## config.mk

```make
export PLATFORM = sky130hd
export DESIGN_NAME = periodic_notice_scheduler_unit
export DESIGN_NICKNAME = d
export VERILOG_FILES = /design/src/hdl/pns_pkg.sv /design/src/hdl/pns_front.sv /design/src/hdl/pns_queue.sv /design/src/hdl/pns_back.sv /design/src/hdl/periodic_notice_scheduler_unit.sv
export VERILOG_INCLUDE_DIRS = /design/src /design/src/hdl
export SDC_FILE = /design/constraint.sdc
export NUM_CORES = 2
export LEC_CHECK = 0
export BUFFER_PORTS_ARGS = -buffer_cell sky130_fd_sc_hd__clkbuf_2
export CORE_UTILIZATION = 67
export DETAILED_ROUTE_END_ITERATION = 10
export GPL_TIMING_DRIVEN = 0
export PLACE_DENSITY = 0.84
export SETUP_SLACK_MARGIN = 0.15
export SLEW_MARGIN = 20
export SYNTH_ARGS = -nofsm -noshare
export SYNTH_HDL_FRONTEND = slang
export SYNTH_HIERARCHICAL = 1
export SYNTH_SLANG_ARGS = --single-unit
```

## constraint.sdc

```tcl
create_clock -name clk -period 13.2 [get_ports clk]
set_input_delay 1.32 -clock clk [delete_from_list [all_inputs] [get_ports clk]]
set_output_delay 1.32 -clock clk [all_outputs]
set_load 0.005 [all_outputs]
```

## src/hdl/periodic_notice_scheduler_unit_macros.svh

```systemverilog
// ---------------------------------------------------------------------------
// Assertion macros for the periodic notice scheduler
// ---------------------------------------------------------------------------
`ifndef PERIODIC_NOTICE_SCHEDULER_UNIT_MACROS_SVH
`define PERIODIC_NOTICE_SCHEDULER_UNIT_MACROS_SVH

// Same-cycle implication, disabled in reset
`define PNS_IMPL(lbl, ck, rn, a, c) \
	lbl: assert property (@(posedge ck) disable iff (!rn) (a) |-> (c)) \
		else $error("scheduler check failed");

// Next-cycle implication, disabled in reset
`define PNS_NEXT(lbl, ck, rn, a, c) \
	lbl: assert property (@(posedge ck) disable iff (!rn) (a) |=> (c)) \
		else $error("scheduler check failed");

`endif

```

## src/hdl/pns_pkg.sv

```systemverilog
// ---------------------------------------------------------------------------
// pns_pkg
// Shared types and constants of the periodic notice scheduler.
// ---------------------------------------------------------------------------
`default_nettype none
package pns_pkg;
	localparam int ENTRIES    = 16;
	localparam int IDX_W      = (ENTRIES > 1) ? $clog2(ENTRIES) : 1;
	localparam int CNT_W      = $clog2(ENTRIES + 1);
	localparam int CLK_W      = 30;
	localparam int FRAC_W     = 10;
	localparam int SEC_W      = 20;
	localparam int ID_W       = 16;
	localparam int LIM_W      = 9;
	localparam int HOUR_W     = 9;
	localparam int ELAP_W     = 16;
	// floor(s / 3600) == (s * ceil(2^32 / 3600)) >> 32 for every 20-bit s
	localparam int MUL_W      = 21;
	localparam logic [MUL_W-1:0] HOUR_MUL = 21'd1193047;
	localparam int HOUR_SHIFT = 32;
	localparam int PROD_W     = SEC_W + MUL_W;
	localparam int DIV_STEPS  = SEC_W;
	localparam int STEP_W     = $clog2(DIV_STEPS);

	typedef enum logic [1:0] {
		KIND_LOADED = 2'd0,
		KIND_DUP    = 2'd1,
		KIND_FULL   = 2'd2,
		KIND_FIRED  = 2'd3
	} kind_t;

	typedef enum logic [2:0] {
		B_IDLE, B_DUP, B_TCHK, B_DIV, B_ACT
	} bstate_t;

	typedef struct packed {
		logic                    is_load;
		logic [ID_W-1:0]         id;
		logic [SEC_W-1:0]        start_sec;
		logic [SEC_W-1:0]        period;
		logic signed [LIM_W-1:0] limit;
		logic                    font;
		logic [SEC_W-1:0]        sec;
		logic [HOUR_W-1:0]       hour;
	} cmd_t;

	typedef struct packed {
		logic empty;
		logic full;
	} qstat_t;

	typedef struct packed {
		logic              valid;
		kind_t             kind;
		logic [ID_W-1:0]   id;
		logic              font;
		logic [HOUR_W-1:0] hour;
		logic              last;
	} result_t;
endpackage
`default_nettype wire

```

## src/hdl/pns_front.sv

```systemverilog
// ---------------------------------------------------------------------------
// pns_front
// Accepts items, keeps the saturating clock and forms queue commands.
// ---------------------------------------------------------------------------
`default_nettype none
module pns_front (
	input  wire logic                            clk,
	input  wire logic                            arst_n,
	input  wire logic                            start,
	input  wire logic                            mode,
	input  wire logic [pns_pkg::ELAP_W-1:0]      elapsed,
	input  wire logic [pns_pkg::ID_W-1:0]        msg_id,
	input  wire logic [pns_pkg::SEC_W-1:0]       start_second,
	input  wire logic [pns_pkg::SEC_W-1:0]       period_seconds,
	input  wire logic signed [pns_pkg::LIM_W-1:0] repeat_limit,
	input  wire logic                            large_font,
	input  wire pns_pkg::qstat_t                 qs,
	output logic                                 busy,
	output logic                                 push,
	output pns_pkg::cmd_t                        push_cmd
);
	import pns_pkg::*;

	logic [CLK_W-1:0]  clock_q;
	logic              first_q;
	logic [CLK_W:0]    sum;
	logic [CLK_W-1:0]  clock_nxt;
	logic              accept;
	logic              vld_s1;
	cmd_t              cmd_s1;
	logic [PROD_W-1:0] prod;

	assign accept = start && !busy;
	assign busy   = vld_s1;
	assign push   = vld_s1 && !qs.full;

	// saturate the clock instead of wrapping
	always_comb begin
		sum = {1'b0, clock_q} + (CLK_W+1)'(elapsed);
		if (first_q) begin
			clock_nxt = '0;
		end else if (sum[CLK_W]) begin
			clock_nxt = '1;
		end else begin
			clock_nxt = sum[CLK_W-1:0];
		end
	end

	// advance clock on every tick transfer
	always_ff @(posedge clk or negedge arst_n) begin
		if (!arst_n) begin
			clock_q <= '0;
			first_q <= 1'b1;
			vld_s1  <= 1'b0;
		end else begin
			if (accept && !mode) begin
				clock_q <= clock_nxt;
				first_q <= 1'b0;
			end
			if (accept) begin
				vld_s1 <= 1'b1;
			end else if (push) begin
				vld_s1 <= 1'b0;
			end
		end
	end

	// capture the item
	always_ff @(posedge clk) begin
		if (accept) begin
			cmd_s1.is_load   <= mode;
			cmd_s1.id        <= msg_id;
			cmd_s1.start_sec <= start_second;
			cmd_s1.period    <= period_seconds;
			cmd_s1.limit     <= repeat_limit;
			cmd_s1.font      <= large_font;
			cmd_s1.sec       <= clock_nxt[CLK_W-1:FRAC_W];
			cmd_s1.hour      <= '0;
		end
	end

	// hour by reciprocal multiply, registered in the queue
	always_comb begin
		prod          = PROD_W'(cmd_s1.sec) * PROD_W'(HOUR_MUL);
		push_cmd      = cmd_s1;
		push_cmd.hour = prod[HOUR_SHIFT +: HOUR_W];
	end
endmodule
`default_nettype wire

```

## src/hdl/pns_queue.sv

```systemverilog
// ---------------------------------------------------------------------------
// pns_queue
// Two-entry command queue between front and back.
// ---------------------------------------------------------------------------
`default_nettype none
module pns_queue (
	input  wire logic          clk,
	input  wire logic          arst_n,
	input  wire logic          push,
	input  wire pns_pkg::cmd_t push_cmd,
	input  wire logic          pop,
	output pns_pkg::cmd_t      head,
	output pns_pkg::qstat_t    qs
);
	import pns_pkg::*;

	cmd_t       slot_q [2];
	logic       wr_q;
	logic       rd_q;
	logic [1:0] cnt_q;

	assign head     = slot_q[rd_q];
	assign qs.empty = (cnt_q == 2'd0);
	assign qs.full  = (cnt_q == 2'd2);

	// move pointers and fill count
	always_ff @(posedge clk or negedge arst_n) begin
		if (!arst_n) begin
			wr_q  <= 1'b0;
			rd_q  <= 1'b0;
			cnt_q <= 2'd0;
		end else begin
			if (push) wr_q <= !wr_q;
			if (pop)  rd_q <= !rd_q;
			if (push && !pop) begin
				cnt_q <= cnt_q + 2'd1;
			end else if (pop && !push) begin
				cnt_q <= cnt_q - 2'd1;
			end
		end
	end

	// store pushed command
	always_ff @(posedge clk) begin
		if (push) slot_q[wr_q] <= push_cmd;
	end
endmodule
`default_nettype wire

```

## src/hdl/pns_back.sv

```systemverilog
// ---------------------------------------------------------------------------
// pns_back
// Executes commands: loads into the entry table, walks entries on ticks.
// ---------------------------------------------------------------------------
`default_nettype none
module pns_back (
	input  wire logic            clk,
	input  wire logic            arst_n,
	input  wire pns_pkg::cmd_t   head,
	input  wire pns_pkg::qstat_t qs,
	output logic                 pop,
	output pns_pkg::result_t     res
);
	import pns_pkg::*;

	bstate_t                 state_q, nxt;
	logic [CNT_W-1:0]        cnt_q;
	logic [CNT_W-1:0]        total_q;
	logic [ID_W-1:0]         ident_q  [ENTRIES];
	logic [SEC_W-1:0]        start_q  [ENTRIES];
	logic [SEC_W-1:0]        period_q [ENTRIES];
	logic signed [LIM_W-1:0] remain_q [ENTRIES];
	logic                    ready_q  [ENTRIES];
	logic                    font_q   [ENTRIES];
	logic [SEC_W-1:0]        rem_q;
	logic [SEC_W-1:0]        dvd_q;
	logic [STEP_W-1:0]       step_q;
	logic                    due_q;
	result_t                 pend_q;
	result_t                 out_q;

	logic [IDX_W-1:0] idx;
	logic [IDX_W-1:0] tidx;
	logic             at_end;
	logic             full;
	logic [SEC_W:0]   rem_sh;
	logic [SEC_W:0]   rem_sub;
	logic [SEC_W-1:0] rem_nxt;
	logic             fire;
	logic             cnt_clr, cnt_inc, ld_wr, div_ld, due_set, due_val;
	logic             emit, pend_set, pend_clr;
	result_t          emit_r, fire_r;

	assign idx    = cnt_q[IDX_W-1:0];
	assign tidx   = total_q[IDX_W-1:0];
	assign at_end = (cnt_q == total_q);
	assign full   = (total_q == CNT_W'(ENTRIES));
	assign res    = out_q;
	assign fire   = (state_q == B_ACT) && due_q && ready_q[idx] && (remain_q[idx] != '0);

	// one restoring step of the remainder
	always_comb begin
		rem_sh  = {rem_q, dvd_q[SEC_W-1]};
		rem_sub = rem_sh - {1'b0, period_q[idx]};
		rem_nxt = (rem_sh >= {1'b0, period_q[idx]}) ? rem_sub[SEC_W-1:0] : rem_sh[SEC_W-1:0];
	end

	always_comb begin
		fire_r       = '0;
		fire_r.valid = 1'b1;
		fire_r.kind  = KIND_FIRED;
		fire_r.id    = ident_q[idx];
		fire_r.font  = font_q[idx];
		fire_r.hour  = head.hour;
	end

	// next state and control
	always_comb begin
		nxt      = state_q;
		pop      = 1'b0;
		cnt_clr  = 1'b0;
		cnt_inc  = 1'b0;
		ld_wr    = 1'b0;
		div_ld   = 1'b0;
		due_set  = 1'b0;
		due_val  = 1'b0;
		emit     = 1'b0;
		pend_set = 1'b0;
		pend_clr = 1'b0;
		emit_r   = '0;
		emit_r.valid = 1'b1;
		emit_r.id    = head.id;
		emit_r.last  = 1'b1;
		unique case (state_q)
			B_IDLE: begin
				if (!qs.empty) begin
					cnt_clr = 1'b1;
					nxt     = head.is_load ? B_DUP : B_TCHK;
				end
			end
			B_DUP: begin
				if (at_end) begin
					emit        = 1'b1;
					emit_r.kind = full ? KIND_FULL : KIND_LOADED;
					ld_wr       = !full;
					pop         = 1'b1;
					nxt         = B_IDLE;
				end else if (ident_q[idx] == head.id) begin
					emit        = 1'b1;
					emit_r.kind = KIND_DUP;
					pop         = 1'b1;
					nxt         = B_IDLE;
				end else begin
					cnt_inc = 1'b1;
				end
			end
			B_TCHK: begin
				if (at_end) begin
					if (pend_q.valid) begin
						emit        = 1'b1;
						emit_r      = pend_q;
						emit_r.last = 1'b1;
						pend_clr    = 1'b1;
					end
					pop = 1'b1;
					nxt = B_IDLE;
				end else if (period_q[idx] == '0) begin
					due_set = 1'b1;
					due_val = (head.sec == start_q[idx]);
					nxt     = B_ACT;
				end else if (head.sec < start_q[idx]) begin
					due_set = 1'b1;
					nxt     = B_ACT;
				end else begin
					div_ld = 1'b1;
					nxt    = B_DIV;
				end
			end
			B_DIV: begin
				if (step_q == STEP_W'(DIV_STEPS - 1)) begin
					due_set = 1'b1;
					due_val = (rem_nxt == '0);
					nxt     = B_ACT;
				end
			end
			B_ACT: begin
				cnt_inc = 1'b1;
				nxt     = B_TCHK;
				if (fire) begin
					pend_set = 1'b1;
					if (pend_q.valid) begin
						emit        = 1'b1;
						emit_r      = pend_q;
						emit_r.last = 1'b0;
					end
				end
			end
			default: nxt = B_IDLE;
		endcase
	end

	// state register
	always_ff @(posedge clk or negedge arst_n) begin
		if (!arst_n) begin
			state_q <= B_IDLE;
		end else begin
			state_q <= nxt;
		end
	end

	// counters, held firing and output register
	always_ff @(posedge clk or negedge arst_n) begin
		if (!arst_n) begin
			cnt_q   <= '0;
			total_q <= '0;
			pend_q  <= '0;
			out_q   <= '0;
		end else begin
			if (cnt_clr) begin
				cnt_q <= '0;
			end else if (cnt_inc) begin
				cnt_q <= cnt_q + CNT_W'(1);
			end
			if (ld_wr) total_q <= total_q + CNT_W'(1);
			if (pend_set) begin
				pend_q <= fire_r;
			end else if (pend_clr) begin
				pend_q <= '0;
			end
			out_q <= emit ? emit_r : '0;
		end
	end

	// entry table and divider
	always_ff @(posedge clk) begin
		if (ld_wr) begin
			ident_q[tidx]  <= head.id;
			start_q[tidx]  <= head.start_sec;
			period_q[tidx] <= head.period;
			remain_q[tidx] <= head.limit;
			ready_q[tidx]  <= 1'b1;
			font_q[tidx]   <= head.font;
		end
		if (state_q == B_ACT) begin
			if (!due_q) begin
				ready_q[idx] <= 1'b1;
			end else if (fire) begin
				ready_q[idx] <= 1'b0;
				// count is nonzero here, so a clear sign bit means positive
				if (!remain_q[idx][LIM_W-1]) remain_q[idx] <= remain_q[idx] - LIM_W'(1);
			end
		end
		if (div_ld) begin
			rem_q  <= '0;
			dvd_q  <= head.sec - start_q[idx];
			step_q <= '0;
		end else if (state_q == B_DIV) begin
			rem_q  <= rem_nxt;
			dvd_q  <= {dvd_q[SEC_W-2:0], 1'b0};
			step_q <= step_q + STEP_W'(1);
		end
		if (due_set) due_q <= due_val;
	end
endmodule
`default_nettype wire

```

## src/hdl/periodic_notice_scheduler_unit.sv

```systemverilog
// ---------------------------------------------------------------------------
// periodic_notice_scheduler_unit
// Table of scheduled notices fired by elapsed-time ticks.
// ---------------------------------------------------------------------------
// Results leave on strobe for one cycle each and cannot be held off. A load
// gives its one result after its id is compared with the loaded entries; a
// tick walks every entry; one with period zero or before its start is checked
// directly, one that needs the remainder waits for it from a restoring divider
// that shifts in one bit per cycle. The front holds an accepted item until the
// queue takes it and is busy meanwhile; the two-entry queue lets it run ahead
// of the entry walk.
`default_nettype none
`include "periodic_notice_scheduler_unit_macros.svh"
module periodic_notice_scheduler_unit (
	input  wire logic                             clk,
	input  wire logic                             arst_n,
	input  wire logic                             start,
	output logic                                  busy,
	input  wire logic                             mode,
	input  wire logic [pns_pkg::ELAP_W-1:0]       elapsed,
	input  wire logic [pns_pkg::ID_W-1:0]         msg_id,
	input  wire logic [pns_pkg::SEC_W-1:0]        start_second,
	input  wire logic [pns_pkg::SEC_W-1:0]        period_seconds,
	input  wire logic signed [pns_pkg::LIM_W-1:0] repeat_limit,
	input  wire logic                             large_font,
	output logic                                  strobe,
	output logic [1:0]                            kind,
	output logic [pns_pkg::ID_W-1:0]              fired_id,
	output logic                                  fired_font,
	output logic [pns_pkg::HOUR_W-1:0]            hour,
	output logic                                  last
);
	import pns_pkg::*;

	qstat_t  qs;
	logic    push;
	logic    pop;
	cmd_t    push_cmd;
	cmd_t    head;
	result_t res;

	pns_front u_front (
		.clk, .arst_n, .start, .mode, .elapsed, .msg_id, .start_second,
		.period_seconds, .repeat_limit, .large_font, .qs, .busy, .push, .push_cmd
	);

	pns_queue u_queue (
		.clk, .arst_n, .push, .push_cmd, .pop, .head, .qs
	);

	pns_back u_back (
		.clk, .arst_n, .head, .qs, .pop, .res
	);

	// drive result ports
	assign strobe     = res.valid;
	assign kind       = res.kind;
	assign fired_id   = res.id;
	assign fired_font = res.font;
	assign hour       = res.hour;
	assign last       = res.last;

	`PNS_IMPL(a_load_last, clk, arst_n, strobe && (kind != KIND_FIRED), last)
	`PNS_IMPL(a_pop_nonempty, clk, arst_n, pop, !qs.empty)
	`PNS_NEXT(a_accept_busy, clk, arst_n, start && !busy, busy)
endmodule
`default_nettype wire

```

==> out/metrics.cfg <==
[setup_path]
start_kind = flip-flop
arrival_ns = 8.96
critPathMostFrequentCell = buf_2
cpPeakStageDelay_ns = 0.85
cp_max_fo = 20
cp_top_family = buffers and inverters
cp-end-kind = flip-flop
crit_slowest_cell = clkbuf_1
path_buf_inv = 11
worstSetupPathType = flip-flop to flip-flop
crit_chain = buf_2, buf_4, buf_4, buf_4, buf_2, buf_2, clkbuf_1, clkbuf_1, mux4_2, mux4_2, inv_1, ha_1, and3_1, nand2_1, nor3_1, o211ai_1, a31o_2, a211oi_4, inv_1, buf_2, nand2_1
required_ns = 13.57

[die]
rows = 116
start_util_pct = 67.9
die_height_um = 321
die_x_um = 321
ios = 117
die-area_mm2 = 0.103
core_mm2 = 0.101

[clock_tree]
clock-sinks = 1503
post_cts_resized = 0
cts_inserted_buffers = 145
postCtsHoldBufs = 0
tritoncts = done
clockRootBuffer = clkbuf_16
clkSlewWorstSetupHoldPaths_ns = 0.07
ctsLongestPathBuffers = 3
postCtsSetupRepairBufs = 0
cts_max_level = 4
insertion_delay_ns = 0.80

[route]
route.detailed.drc = 0
wl_per_cell_um = 33.0
avgViaCountPerCell = 7.10
drt-initial-drc-count = 6135
ant_nets = 0
vias = 40700
dr.pass1.iters = 8
wl_um = 189000

[grt]
grt_pass1_vias = 41500
grt-ovfl-total = 0
gr-usage-all-layers_pct = 37.4
antenna_found_initial = 2
grt_pass1_wl_um = 273000
grt_max_degree = 69

[timing]
final_hold_viol_count = 0
finalSetupTns_ns = 0
skew_ns = 0.0586
clock.fmax_ghz = 0.117
tightestPinTransition_ns = 1.17
fin_crit_sh_pct = 65.0
slew_headroom_pct = 21.9
rsz0062_at_grt = no
setup_viol = 0
period_needed_ns = 8.58
finalMaxSlewViolations = 0

[cells_and_area]
final_nets = 4757
final_util_pct = 76.7
fillers = 5133
final_cell_mix = edfxtp_1, mux4_2, inv_1, ha_1, clkbuf_16
register_area_mm2 = 0.0444
multiInputGateArea_mm2 = 0.0222
drive_gt1_share_pct = 22.7
layout_commonest_cell = edfxtp_1
area_growth_pct = 12.9

[synthesis]
synth_compound_area_share_pct = 4.86
netlist_instances = 3934
synthAdderAreaFrac_pct = 8.79
synth_xor_area_share_pct = 1.27
ys_ff_latch = 1503
yosysSeqAreaShare_pct = 65.0
yosysUniqueCellTypes = 96
synthArstFlopShare_pct = 7.05
yosys.area_share.simple_pct = 3.95
synth_top_family_by_area = multiplexers
syn_nets = 4424
syn_area_per_cell_um2 = 17.4
syn_area_mm2 = 0.0683
synth_warnings = 6
synth_top_flop_cell = edfxtp_1
synth.area.mux_share_pct = 13.3
synth_edf_count = 1372

[run_status]
status = finished, final reports clean

[min_path]
hold_path_class = flip-flop to flip-flop

[placed_design]
gp_congestion = 0.921
dp_hpwl_um = 116000
portBuffers = 116

[run]
maxCapViolations = 0

==> Yosys cell counts, types with 39 or more instances <==
master	n	share of area (%)
inv_1	291	1.6
nand2_1	144	0.79
mux4_2	315	10
nor2_1	106	0.58
clkbuf_1	65	0.36
o21ai_0	93	0.68
fa_1	126	3.7
mux2_2	76	1.3
xnor2_1	60	0.77
edfxtp_1	1372	60
a21oi_1	74	0.54
mux2i_1	56	0.82
dfrtp_1	105	3.8
ha_1	278	5.1
mux2_4	40	0.88
buf_2	44	0.32
xor2_1	39	0.50
==> stage by stage <==
| stage | worst slack [ns] | cells | hold WS (ns) | area (um^2) |
|---|---|---|---|---|
| finish | 4.62 | 5734 | 0.443 | 77100 |
| global route | 4.54 | 5733 | 0.450 | 77100 |
| CTS | 4.81 | 5732 | 0.444 | 77100 |
| detailed placement | 4.96 | 5476 | 0.431 | 72400 |
| global placement | 3.01 | 5407 | 0.422 | 70600 |
| floorplan | 7.23 | 3934 | 0.421 | 68300 |
==> area by class of cell <==
type | instances | area share, %
antenna | 1 | 0.00324
buffer | 158 | 1.11
clock buffer | 193 | 5.08
clock inverter | 63 | 0.943
inverter | 292 | 1.43
multi-input combinational | 1981 | 28.8
sequential | 1503 | 57.5
tap | 1357 | 2.20
timing repair buffer | 186 | 2.92
==> metal layers <==
metal  vias to the layer above  global-route usage (%)  part of all wire (%)
met1                     20400                    47.8                    34
met2                      3459                    59.1                    47
met4                         4                    21.3                   6.8
li1                      16000                       -                     -
met3                       882                    9.09                    12
met5                         -                       0                 0.011
==> cell families after synthesis <==
family	Yosys count
buf+inv	450
xor+xnor	99
simple gates	525
flops	1503
compound gates	466
mux	487
fa+ha+maj	404
==> worst register-to-register path, cell delays in order, from the launching register on <==
cell	delay, ns
dfrtp_1	0.36
buf_2	0.29
buf_4	0.36
buf_4	0.34
buf_4	0.28
buf_2	0.34
buf_2	0.41
clkbuf_1	0.74
clkbuf_1	0.86
mux4_2	0.46
mux4_2	0.56
inv_1	0.08
ha_1	0.19
and3_1	0.23
nand2_1	0.10
nor3_1	0.45
o211ai_1	0.24
a31o_2	0.32
a211oi_4	0.45
inv_1	0.20
buf_2	0.25
nand2_1	0.64
==> path summary, 6_finish.rpt <==
kind | startpoint | end | slack, ns | cells after the start
max | u_back/cnt_q[1]$_DFFE_PN0P_ | u_back/dvd_q[3]$_DFFE_PP_ | 4.62 | 21
min | u_front/push_cmd[40]$_DFFE_PP_ | u_queue/slot_q[0][40]$_DFFE_PP_ | 0.44 | 0
max reg2reg | u_back/cnt_q[1]$_DFFE_PN0P_ | u_back/dvd_q[3]$_DFFE_PP_ | 4.62 | 21
min reg2reg | u_front/push_cmd[40]$_DFFE_PP_ | u_queue/slot_q[0][40]$_DFFE_PP_ | 0.44 | 0
max in group asynchronous | arst_n | u_back/pend_q[16]$_DFFE_PN0P_ | 11.89 | 2
min in group asynchronous | arst_n | u_front/clock_q[7]$_DFFE_PN0P_ | 0.47 | 1
==> sequential cells by signal, indices dropped and copies added, names as in the netlist, 2 cells and up <==
| register | cells |
|---|---|
| u_back/total_q | 5 |
| u_back/rem_q | 20 |
| u_back/period_q | 320 |
| u_back/start_q | 320 |
| u_queue/slot_q | 192 |
| u_back/ready_q | 16 |
| u_back/res | 30 |
| u_back/pend_q | 27 |
| u_front/clock_q | 30 |
| u_queue/cnt_q | 2 |
| u_back/remain_q | 144 |
| u_back/step_q | 5 |
| u_back/font_q | 16 |
| u_back/ident_q | 256 |
| u_back/cnt_q | 5 |
| u_back/state_q | 3 |
| u_front/push_cmd | 87 |
| u_back/dvd_q | 20 |
Power is not shown: default switching activity piles up to over one toggle a cycle in this logic, so the estimate is an artifact.
